$ cat src/rtl/core/lfct_pkg.sv
// ----------------------------------------------------------------------------
// lfct_pkg
// Shared types and constants for the LRU frame cache tracker.
// ----------------------------------------------------------------------------
package lfct_pkg;

    // Fixed widths of the frame key and the capacity register
    localparam int FRAME_BITS   = 32;
    localparam int CFG_BITS     = 5;

    // Defaults for the top-level parameters
    localparam int ENTRIES_DEF  = 16;
    localparam int KEY_BITS_DEF = 32;

    // Capacity after reset
    localparam logic [CFG_BITS-1:0] CAP_RESET = 5'd16;

    // Operation codes carried in func
    localparam logic FUNC_LOOKUP  = 1'b0;
    localparam logic FUNC_REQUEST = 1'b1;

    // One input word as held in the input register
    typedef struct packed {
        logic                  func;
        logic [FRAME_BITS-1:0] frame_key;
        logic                  load_ok;
    } t_req_word;

endpackage

$ cat src/rtl/core/lfct_req_if.sv
// ----------------------------------------------------------------------------
// lfct_req_if
// Input channel: one lookup or request word per handshake.
// ----------------------------------------------------------------------------
interface lfct_req_if
    import lfct_pkg::*;
();
    logic                  valid;
    logic                  ready;
    logic                  func;
    logic [FRAME_BITS-1:0] frame_key;
    logic                  load_ok;

    modport source (output valid, output func, output frame_key, output load_ok,
                    input ready);
    modport sink   (input valid, input func, input frame_key, input load_ok,
                    output ready);
endinterface

$ cat src/rtl/core/lfct_rsp_if.sv
// ----------------------------------------------------------------------------
// lfct_rsp_if
// Result channel: one result word per input word.
// ----------------------------------------------------------------------------
interface lfct_rsp_if
    import lfct_pkg::*;
#(
    parameter int ENTRIES = ENTRIES_DEF
) ();
    localparam int SLOT_BITS = (ENTRIES > 1) ? $clog2(ENTRIES) : 1;

    logic                  valid;
    logic                  ready;
    logic                  found;
    logic [SLOT_BITS-1:0]  slot;
    logic                  ready_res;
    logic                  evicted;
    logic [FRAME_BITS-1:0] evicted_frame;

    modport source (output valid, output found, output slot, output ready_res,
                    output evicted, output evicted_frame, input ready);
    modport sink   (input valid, input found, input slot, input ready_res,
                    input evicted, input evicted_frame, output ready);
endinterface

$ cat src/rtl/core/lfct_cfg_if.sv
// ----------------------------------------------------------------------------
// lfct_cfg_if
// Configuration write channel for the capacity register.
// ----------------------------------------------------------------------------
interface lfct_cfg_if
    import lfct_pkg::*;
();
    logic                valid;
    logic                ready;
    logic [CFG_BITS-1:0] capacity;

    modport source (output valid, output capacity, input ready);
    modport sink   (input valid, input capacity, output ready);
endinterface

$ cat src/rtl/core/lfct_store.sv
// ----------------------------------------------------------------------------
// lfct_store
// Key tags, valid bits, recency ranks and occupancy, with the parallel
// compare and rank update for one word.
// ----------------------------------------------------------------------------
module lfct_store
    import lfct_pkg::*;
#(
    parameter int ENTRIES  = ENTRIES_DEF,
    parameter int KEY_BITS = KEY_BITS_DEF
) (
    input  logic                  i_clk,
    input  logic                  i_rst_n,
    input  logic                  i_fire,
    input  t_req_word             i_item,
    input  logic [CFG_BITS-1:0]   i_capacity,
    output logic                  o_found,
    output logic [((ENTRIES > 1) ? $clog2(ENTRIES) : 1)-1:0] o_slot,
    output logic                  o_ready_res,
    output logic                  o_evicted,
    output logic [FRAME_BITS-1:0] o_evicted_frame
);
    localparam int SLOT_BITS = (ENTRIES > 1) ? $clog2(ENTRIES) : 1;
    localparam int CNT_BITS  = $clog2(ENTRIES + 1);
    localparam int KW        = (KEY_BITS < FRAME_BITS) ? KEY_BITS : FRAME_BITS;
    localparam int CMP_BITS  = ((CNT_BITS > CFG_BITS) ? CNT_BITS : CFG_BITS) + 1;

    logic [KW-1:0]        r_key  [ENTRIES];
    logic [ENTRIES-1:0]   r_valid, n_valid;
    logic [SLOT_BITS-1:0] r_rank [ENTRIES];
    logic [SLOT_BITS-1:0] n_rank [ENTRIES];
    logic [CNT_BITS-1:0]  r_occ, n_occ;

    logic [KW-1:0]        w_key;
    logic [ENTRIES-1:0]   w_match, w_evict, w_keep, w_oldest;
    logic                 w_hit;
    logic [SLOT_BITS-1:0] w_hit_idx, w_hit_rank, w_free_idx, w_old_rank;
    logic                 w_free_ok;
    logic [CMP_BITS-1:0]  w_cap_ext;
    logic [CNT_BITS-1:0]  w_eff_cap, w_lim;
    logic                 w_evict_any;
    logic [KW-1:0]        w_ev_key;
    logic                 w_is_req, w_load, w_touch, w_insert;

    assign w_key = i_item.frame_key[KW-1:0];

    // Compare the key against every resident tag
    always_comb begin
        w_hit_idx = '0;
        for (int i = 0; i < ENTRIES; i++) begin
            w_match[i] = r_valid[i] && (r_key[i] == w_key);
            if (w_match[i]) begin
                w_hit_idx = SLOT_BITS'(i);
            end
        end
    end

    assign w_hit      = |w_match;
    assign w_hit_rank = r_rank[w_hit_idx];

    // Clamp capacity to 1..ENTRIES; ranks at or above the limit go out on insert
    assign w_cap_ext = CMP_BITS'(i_capacity);
    always_comb begin
        if (w_cap_ext == '0) begin
            w_eff_cap = CNT_BITS'(1);
        end else if (w_cap_ext >= CMP_BITS'(ENTRIES)) begin
            w_eff_cap = CNT_BITS'(ENTRIES);
        end else begin
            w_eff_cap = w_cap_ext[CNT_BITS-1:0];
        end
    end
    assign w_lim       = w_eff_cap - CNT_BITS'(1);
    assign w_evict_any = r_occ > w_lim;
    // Ranks are a permutation of 0..occupancy-1, so the oldest has occupancy-1
    assign w_old_rank  = SLOT_BITS'(r_occ - CNT_BITS'(1));

    // Mark victims and pick out the oldest victim's key
    always_comb begin
        w_ev_key = '0;
        for (int i = 0; i < ENTRIES; i++) begin
            w_evict[i]  = r_valid[i] && (CNT_BITS'(r_rank[i]) >= w_lim);
            w_oldest[i] = r_valid[i] && (r_rank[i] == w_old_rank);
            if (w_oldest[i]) begin
                w_ev_key = w_ev_key | r_key[i];
            end
        end
    end
    assign w_keep = r_valid & ~w_evict;

    // Find the lowest free slot after eviction
    always_comb begin
        w_free_idx = '0;
        w_free_ok  = 1'b0;
        for (int i = ENTRIES - 1; i >= 0; i--) begin
            if (!w_keep[i]) begin
                w_free_idx = SLOT_BITS'(i);
                w_free_ok  = 1'b1;
            end
        end
    end

    assign w_is_req = (i_item.func == FUNC_REQUEST);
    assign w_load   = !w_hit && w_is_req && i_item.load_ok;
    assign w_touch  = w_hit && w_is_req;
    assign w_insert = w_load && w_free_ok;

    // Result word
    assign o_found         = w_hit;
    assign o_slot          = w_hit ? w_hit_idx : (w_insert ? w_free_idx : '0);
    assign o_ready_res     = w_touch || w_insert;
    assign o_evicted       = w_load && w_evict_any;
    assign o_evicted_frame = (w_load && w_evict_any) ? FRAME_BITS'(w_ev_key) : '0;

    // Next valid bits, ranks and occupancy
    always_comb begin
        n_valid = r_valid;
        n_rank  = r_rank;
        n_occ   = r_occ;
        if (w_touch) begin
            for (int i = 0; i < ENTRIES; i++) begin
                if (r_valid[i] && (r_rank[i] < w_hit_rank)) begin
                    n_rank[i] = r_rank[i] + SLOT_BITS'(1);
                end
            end
            n_rank[w_hit_idx] = '0;
        end else if (w_insert) begin
            for (int i = 0; i < ENTRIES; i++) begin
                if (w_keep[i]) begin
                    n_rank[i] = r_rank[i] + SLOT_BITS'(1);
                end else if (w_evict[i]) begin
                    n_rank[i] = '0;
                end
            end
            n_rank[w_free_idx]  = '0;
            n_valid             = w_keep;
            n_valid[w_free_idx] = 1'b1;
            n_occ = (w_evict_any ? w_lim : r_occ) + CNT_BITS'(1);
        end
    end

    // Update control state
    always_ff @(posedge i_clk) begin
        if (!i_rst_n) begin
            r_valid <= '0;
            r_occ   <= '0;
            for (int i = 0; i < ENTRIES; i++) begin
                r_rank[i] <= '0;
            end
        end else if (i_fire) begin
            r_valid <= n_valid;
            r_occ   <= n_occ;
            r_rank  <= n_rank;
        end
    end

    // Write the new tag into the free slot
    always_ff @(posedge i_clk) begin
        if (i_fire && w_insert) begin
            r_key[w_free_idx] <= w_key;
        end
    end

endmodule

$ cat src/rtl/core/lru_frame_cache_tracker_top.sv
// ----------------------------------------------------------------------------
// lru_frame_cache_tracker_top
// Residency tracker for a fully associative LRU cache of frame keys.
// ----------------------------------------------------------------------------
// Each word passes the input register, then the result register, from input
// handshake to result; the block accepts one word every cycle while the sink
// keeps up, and the throughput is set by the parallel tag compare and rank update
// in lfct_store, which leaves the state ready for the next word at the same
// edge that registers the result. The result register stalls the input side
// only while a finished result is held and the sink is not ready. No clearing
// pass runs after reset; tags are covered by valid bits. Capacity writes are
// taken at any cycle and should only be made while the block is idle.
// ----------------------------------------------------------------------------
module lru_frame_cache_tracker_top
    import lfct_pkg::*;
#(
    parameter int ENTRIES  = ENTRIES_DEF,
    parameter int KEY_BITS = KEY_BITS_DEF
) (
    input  logic        i_clk,
    input  logic        i_rst_n,
    lfct_req_if.sink    i_req,
    lfct_cfg_if.sink    i_cfg,
    lfct_rsp_if.source  o_rsp
);
    localparam int SLOT_BITS = (ENTRIES > 1) ? $clog2(ENTRIES) : 1;

    logic                  r_in_valid;
    t_req_word             r_in;
    logic                  r_out_valid;
    logic                  r_found, r_ready_res, r_evicted;
    logic [SLOT_BITS-1:0]  r_slot;
    logic [FRAME_BITS-1:0] r_evicted_frame;
    logic [CFG_BITS-1:0]   r_capacity;

    logic                  w_advance, w_accept;
    logic                  w_found, w_ready_res, w_evicted;
    logic [SLOT_BITS-1:0]  w_slot;
    logic [FRAME_BITS-1:0] w_evicted_frame;

    // Move a word out of the input register when the result register is free or its word is taken
    assign w_advance   = r_in_valid && (!r_out_valid || o_rsp.ready);
    assign i_req.ready = !r_in_valid || w_advance;
    assign w_accept    = i_req.valid && i_req.ready;
    assign i_cfg.ready = 1'b1;

    // Capacity register
    always_ff @(posedge i_clk) begin
        if (!i_rst_n) begin
            r_capacity <= CAP_RESET;
        end else if (i_cfg.valid) begin
            r_capacity <= i_cfg.capacity;
        end
    end

    // Input register
    always_ff @(posedge i_clk) begin
        if (!i_rst_n) begin
            r_in_valid <= 1'b0;
        end else if (w_accept) begin
            r_in_valid <= 1'b1;
        end else if (w_advance) begin
            r_in_valid <= 1'b0;
        end
    end

    always_ff @(posedge i_clk) begin
        if (w_accept) begin
            r_in.func      <= i_req.func;
            r_in.frame_key <= i_req.frame_key;
            r_in.load_ok   <= i_req.load_ok;
        end
    end

    lfct_store #(
        .ENTRIES  (ENTRIES),
        .KEY_BITS (KEY_BITS)
    ) u_store (
        .i_clk           (i_clk),
        .i_rst_n         (i_rst_n),
        .i_fire          (w_advance),
        .i_item          (r_in),
        .i_capacity      (r_capacity),
        .o_found         (w_found),
        .o_slot          (w_slot),
        .o_ready_res     (w_ready_res),
        .o_evicted       (w_evicted),
        .o_evicted_frame (w_evicted_frame)
    );

    // Result register
    always_ff @(posedge i_clk) begin
        if (!i_rst_n) begin
            r_out_valid <= 1'b0;
        end else if (w_advance) begin
            r_out_valid <= 1'b1;
        end else if (o_rsp.ready) begin
            r_out_valid <= 1'b0;
        end
    end

    always_ff @(posedge i_clk) begin
        if (w_advance) begin
            r_found         <= w_found;
            r_slot          <= w_slot;
            r_ready_res     <= w_ready_res;
            r_evicted       <= w_evicted;
            r_evicted_frame <= w_evicted_frame;
        end
    end

    assign o_rsp.valid         = r_out_valid;
    assign o_rsp.found         = r_found;
    assign o_rsp.slot          = r_slot;
    assign o_rsp.ready_res     = r_ready_res;
    assign o_rsp.evicted       = r_evicted;
    assign o_rsp.evicted_frame = r_evicted_frame;

    // An eviction only happens on an insert that completes
    a_evict_ready: assert property (@(posedge i_clk) disable iff (!i_rst_n)
        (o_rsp.valid && o_rsp.evicted) |-> o_rsp.ready_res)
        else $error("eviction reported without ready");

    // A new word never lands on a word that has not moved on
    a_no_overwrite: assert property (@(posedge i_clk) disable iff (!i_rst_n)
        (w_accept && r_in_valid) |-> w_advance)
        else $error("input register overwritten");

    // A word that advances always produces a held result next cycle
    a_result_follows: assert property (@(posedge i_clk) disable iff (!i_rst_n)
        w_advance |=> r_out_valid)
        else $error("result lost after advance");

endmodule

$ cat src/flat_wrapper.sv
// flat-port wrapper written by rule: the top's interface ports become plain ports
module lru_frame_cache_tracker_top_flat import lfct_pkg::*;
#(
    parameter int ENTRIES  = ENTRIES_DEF,
    parameter int KEY_BITS = KEY_BITS_DEF
)
  (i_clk, i_rst_n, i_req_valid, i_req_func, i_req_frame_key, i_req_load_ok, i_req_ready, i_cfg_valid, i_cfg_capacity, i_cfg_ready, o_rsp_valid, o_rsp_found, o_rsp_slot, o_rsp_ready_res, o_rsp_evicted, o_rsp_evicted_frame, o_rsp_ready);
  lfct_req_if i_req_i ();
  lfct_cfg_if i_cfg_i ();
  lfct_rsp_if #(.ENTRIES(ENTRIES)) o_rsp_i ();
  input  logic i_clk;
  input  logic i_rst_n;
  input wire logic [$bits(i_req_i.valid)-1:0] i_req_valid;
  input wire logic [$bits(i_req_i.func)-1:0] i_req_func;
  input wire logic [$bits(i_req_i.frame_key)-1:0] i_req_frame_key;
  input wire logic [$bits(i_req_i.load_ok)-1:0] i_req_load_ok;
  output wire logic [$bits(i_req_i.ready)-1:0] i_req_ready;
  input wire logic [$bits(i_cfg_i.valid)-1:0] i_cfg_valid;
  input wire logic [$bits(i_cfg_i.capacity)-1:0] i_cfg_capacity;
  output wire logic [$bits(i_cfg_i.ready)-1:0] i_cfg_ready;
  output wire logic [$bits(o_rsp_i.valid)-1:0] o_rsp_valid;
  output wire logic [$bits(o_rsp_i.found)-1:0] o_rsp_found;
  output wire logic [$bits(o_rsp_i.slot)-1:0] o_rsp_slot;
  output wire logic [$bits(o_rsp_i.ready_res)-1:0] o_rsp_ready_res;
  output wire logic [$bits(o_rsp_i.evicted)-1:0] o_rsp_evicted;
  output wire logic [$bits(o_rsp_i.evicted_frame)-1:0] o_rsp_evicted_frame;
  input wire logic [$bits(o_rsp_i.ready)-1:0] o_rsp_ready;
  assign i_req_i.valid = i_req_valid;
  assign i_req_i.func = i_req_func;
  assign i_req_i.frame_key = i_req_frame_key;
  assign i_req_i.load_ok = i_req_load_ok;
  assign i_req_ready = i_req_i.ready;
  assign i_cfg_i.valid = i_cfg_valid;
  assign i_cfg_i.capacity = i_cfg_capacity;
  assign i_cfg_ready = i_cfg_i.ready;
  assign o_rsp_valid = o_rsp_i.valid;
  assign o_rsp_found = o_rsp_i.found;
  assign o_rsp_slot = o_rsp_i.slot;
  assign o_rsp_ready_res = o_rsp_i.ready_res;
  assign o_rsp_evicted = o_rsp_i.evicted;
  assign o_rsp_evicted_frame = o_rsp_i.evicted_frame;
  assign o_rsp_i.ready = o_rsp_ready;
  lru_frame_cache_tracker_top #(.ENTRIES(ENTRIES), .KEY_BITS(KEY_BITS)) u_core (.i_clk(i_clk), .i_rst_n(i_rst_n), .i_req(i_req_i), .i_cfg(i_cfg_i), .o_rsp(o_rsp_i));
endmodule
$ cat config.mk
export PLATFORM = sky130hd
export DESIGN_NAME = lru_frame_cache_tracker_top_flat
export DESIGN_NICKNAME = d
export VERILOG_FILES = /design/src/rtl/core/lfct_pkg.sv /design/src/rtl/core/lfct_req_if.sv /design/src/rtl/core/lfct_rsp_if.sv /design/src/rtl/core/lfct_cfg_if.sv /design/src/rtl/core/lfct_store.sv /design/src/rtl/core/lru_frame_cache_tracker_top.sv /design/src/flat_wrapper.sv
export SDC_FILE = /design/constraint.sdc
export NUM_CORES = 1
export LEC_CHECK = 0
export BUFFER_PORTS_ARGS = -buffer_cell sky130_fd_sc_hd__buf_2
export CAP_MARGIN = 10
export CORE_ASPECT_RATIO = 1.25
export CORE_MARGIN = 3
export CORE_UTILIZATION = 40
export DETAILED_ROUTE_END_ITERATION = 8
export MAX_ROUTING_LAYER = met4
export PLACE_DENSITY = 0.65
export SYNTH_ARGS = -nofsm -noshare
export SYNTH_HDL_FRONTEND = slang
export SYNTH_SLANG_ARGS = --single-unit
export TNS_END_PERCENT = 50
$ cat constraint.sdc
create_clock -name i_clk -period 14.69 [get_ports i_clk]
set_clock_uncertainty 0.05 [all_clocks]
set_input_delay 1.469 -clock i_clk [delete_from_list [all_inputs] [get_ports i_clk]]
set_output_delay 1.469 -clock i_clk [all_outputs]
set_load 0.05 [all_outputs]
==> summary.md <==
| Metric | Value |
|---|---|
| First DRT Iteration DRCs | `4772` |
| RSZ-0062 raised after global routing | `no` |
| Area of the multi-input gates | `18900 µm²` |
| Avg Vias per Cell | `6.76` |
| Layout cells sized above 1 | `10.8%` |
| Most frequent cells in the layout | `edfxtp_1 (585), xor2_1 (463), nor4_1 (198), nand2_1 (166), ha_1 (136)` |
| Tot GR Track Use | `39.1%` |
| Global-route wire length before repair | `266000 µm` |
| Dpl ws | `7.60 ns` |
| Syn. warnings | `0` |
| DR WL met2 | `89200 µm` |
| Setup violations, final | `0` |
| Min-Delay Path Class | `flop to flop` |
| Routed WL per cell | `40.1 µm` |
| Total grt overflow | `0` |
| Cells after synthesis | `3521` |
| Setup ws final | `6.93 ns` |
| Tcrit/Tclk final | `52.9%` |
| Startpoint types | `flop` |
| Slowest library cell on the worst path | `xor2_1` |
| Nets | `3772` |
| Root Buffer | `clkbuf_16` |
| # clock sinks | `677` |
| Nature of the critical path endpoint | `flop` |
| Filler instances | `8940` |
| Leak | `14.9 nW` |
| Max_slew headroom | `10.5%` |
| Max Clk Rate | `129 MHz` |
| GPL Wtd Cong | `1.21` |
| Worst-path maximum fanout | `32` |
| Simple-gate share of the synthesized area | `13.9%` |
| Fin. max-slew vios | `0` |
| Setup tns final | `0 ns` |
| Die height | `357 µm` |
| Cell count after placement | `4803` |
| Power density over the cells | `102 nW/µm²` |
| Critical path class | `flop to flop` |
| Area Growth Syn to Fin | `11.6%` |
| H-tree levels | `3` |
| Post-synthesis compound-gate area fraction | `15.4%` |
| Largest net degree at the start of global routing | `67` |
| WHS | `0.475 ns` |
| Starting density of the core | `40.6%` |
| Highest Signal Layer | `met4` |
| Post-synthesis adder-cell area fraction | `4.33%` |
| Crit path cell chain | `buf_4, xor2_1, nor4_1, nand4_1, nor4_1, a2111oi_0, nand4_1, nor2_1, o21ai_1, nor2_2, buf_4, nand3_1, nor2_4, buf_4` |
| Predominant post-synthesis flop cell | `edfxtp_1` |
| Outcome | `finished clean` |
| PortBufs | `84` |
| Sequential area share after synthesis | `49.4%` |
| Main combinational cell family by area after synthesis | `compound AO/OA/AOI/OAI gates` |
| Asr flop ratio synth | `0%` |
| Crit path top cell by count | `buf_4` |
| Most common cell after layout, fill and taps aside | `edfxtp_1` |
| Drt pass-1 iters | `8` |
| Mapped Area | `39300 µm²` |
| Final hold vios | `0` |
| CTS tree | `yes` |
| Number of flops mapped to enable cells by yosys | `585` |
| Post-CTS Resized | `0` |
| Drc violations | `0` |
| Total power | `4.47 mW` |
| DR WL met3 | `18000 µm` |
| CTS clock-pin slew for the worst setup and hold paths | `0.06 ns` |
| Worst skew pair latency | `0.67 ns` |
| Tmin final | `7.76 ns` |
| Clock Tree Buf Depth | `3` |
| Post-synthesis xor/xnor area fraction | `12.9%` |
| Avg Synthesized Cell Area | `11.2 µm²` |
| Vias in the first global route | `31200` |
| Delay of the slowest cell on the worst path | `1.04 ns` |
| Core box area | `96800 µm²` |
| Worst path required time | `14.94 ns` |
| Number of setup buffers added after CTS | `0` |
| Register bit total from synthesis | `677` |
| Worst-Margin Slew | `1.34 ns` |
| Die width | `286 µm` |
| Synth Net Count | `3701` |
| Antenna violations before repair | `6` |
| Final wirelength | `198000 µm` |
| DIE AREA | `102000 µm²` |
| Antenna-violating nets left | `0` |
| MaxCap Viol Count | `0` |
| Post-synthesis mux area share | `0.843%` |
| Layout Cells excl Fill | `4946` |
| Peak supply drop | `0.0000906 V` |
| IO Pins | `86` |
| Flip-flop and latch area | `19400 µm²` |
| Hold-fix buffers, CTS | `0` |
| CTS Buf Count | `75` |
| # rows | `127` |
| Data arrival time of the worst path | `8.01 ns` |
| Vias | `33400` |
| Synth cell types | `93` |
| Detailed-placement wirelength estimate | `145000 µm` |
| Met1 Wirelength | `69100 µm` |
## power breakdown
| part | leakage, nW | switching, mW | total (mW) | internal (mW) |
|---|---|---|---|---|
| clock network | 1.21 | 0.857 | 1.97 | 1.11 |
| registers | 6.05 | 0.0110 | 2.11 | 2.10 |
| logic | 7.68 | 0.308 | 0.389 | 0.0815 |
## stage by stage
step | area, µm² | utilization [%]
after detailed placement | 41400 | 42.7
after global placement | 41400 | 42.7
final | 43900 | 45.4
after global routing | 43900 | 45.4
after floorplan | 39300 | -
after CTS | 43900 | 45.3
## metal layers
| metal | vias up | global-route usage (%) |
|---|---|---|
| met5 | - | - |
| met4 | 0 | 32.9 |
| met3 | 713 | 7.21 |
| met2 | 2467 | 60.4 |
| met1 | 16500 | 43.8 |
| li1 | 13800 | - |
## path summary, 6_finish.rpt
| path | startpoint | end | slack, ns | cells after the start |
|---|---|---|---|---|
| max | u_core.r_in[23] | u_core.u_store.r_key[5][7] | 6.93 | 14 |
| min | u_core.r_in_valid | u_core.o_rsp.valid | 0.47 | 2 |
| min reg2reg | u_core.r_in_valid | u_core.o_rsp.valid | 0.47 | 2 |
| max reg2reg | u_core.r_in[23] | u_core.u_store.r_key[5][7] | 6.93 | 14 |
## final cells by class
| cell class | count | area share (%) |
|---|---|---|
| antenna | 5 | 0.0285 |
| inverter | 56 | 0.479 |
| multi-input combinational | 2586 | 43.0 |
| tap | 1290 | 3.68 |
| clock buffer | 87 | 4.47 |
| timing repair buffer | 196 | 2.87 |
| clock inverter | 49 | 1.25 |
| sequential | 677 | 44.2 |
## cells in the mapped netlist (all sizes together), types with 8 or more instances
cell type | number | share of area [%]
mux2i | 23 | 0.59
o22ai | 19 | 0.30
ha | 136 | 4.3
nor4 | 199 | 3.2
o211ai | 17 | 0.32
nor4b | 18 | 0.40
or3 | 15 | 0.24
nand3b | 8 | 0.15
inv | 56 | 0.53
o21a | 34 | 0.65
edfxtp | 585 | 45
a211oi | 16 | 0.31
a21o | 44 | 0.84
nor3b | 10 | 0.19
nor3 | 77 | 0.99
nand2 | 167 | 1.6
nand3 | 91 | 1.2
nand2b | 53 | 0.84
or4 | 22 | 0.44
mux2 | 9 | 0.26
buf | 98 | 1.8
and2 | 13 | 0.21
and3 | 55 | 0.87
a31oi | 59 | 0.95
nand4b | 24 | 0.53
dfxtp | 92 | 4.7
a22oi | 73 | 1.4
o31ai | 23 | 0.73
a21oi | 130 | 1.7
o21ai | 142 | 1.8
nor2b | 18 | 0.29
nand4 | 64 | 1.0
a22o | 101 | 2.2
a21boi | 15 | 0.29
nor2 | 142 | 1.4
a221oi | 97 | 2.2
clkbuf | 104 | 0.99
xor2 | 464 | 10
xnor2 | 113 | 2.5
## kinds of logic (layout without fill, tap and decap cells)
logic type	after synthesis	in the layout
DFF	677	677
buffers and inverters	258	388
adders and majority gates	136	136
other	1	6
AOI/OAI and AO/OA	844	844
xor gates and xnor gates	577	577
muxes	32	32
and+or+nand+nor	996	996
## sequential cells by signal, indices dropped and copies added (netlist names)
name,flops
u_core.u_store.r_occ,5
u_core.o_rsp.slot,4
u_core.r_in_valid,1
u_core.o_rsp.ready_res,1
u_core.o_rsp.evicted_frame,32
u_core.o_rsp.valid,1
u_core.u_store.r_key,512
u_core.u_store.r_rank,64
u_core.u_store.r_valid,16
u_core.o_rsp.found,1
u_core.r_in,34
u_core.r_capacity,5
u_core.o_rsp.evicted,1
## critical path, delay by kind of cell, from the launching register on
family          cells  cell delay [ns]
simple gates        8             3.16
buf+inv             3             1.38
xor+xnor            1             1.04
flops               1             0.33
compound gates      2             1.35
Note: power is estimated with default switching activity, not from simulation.
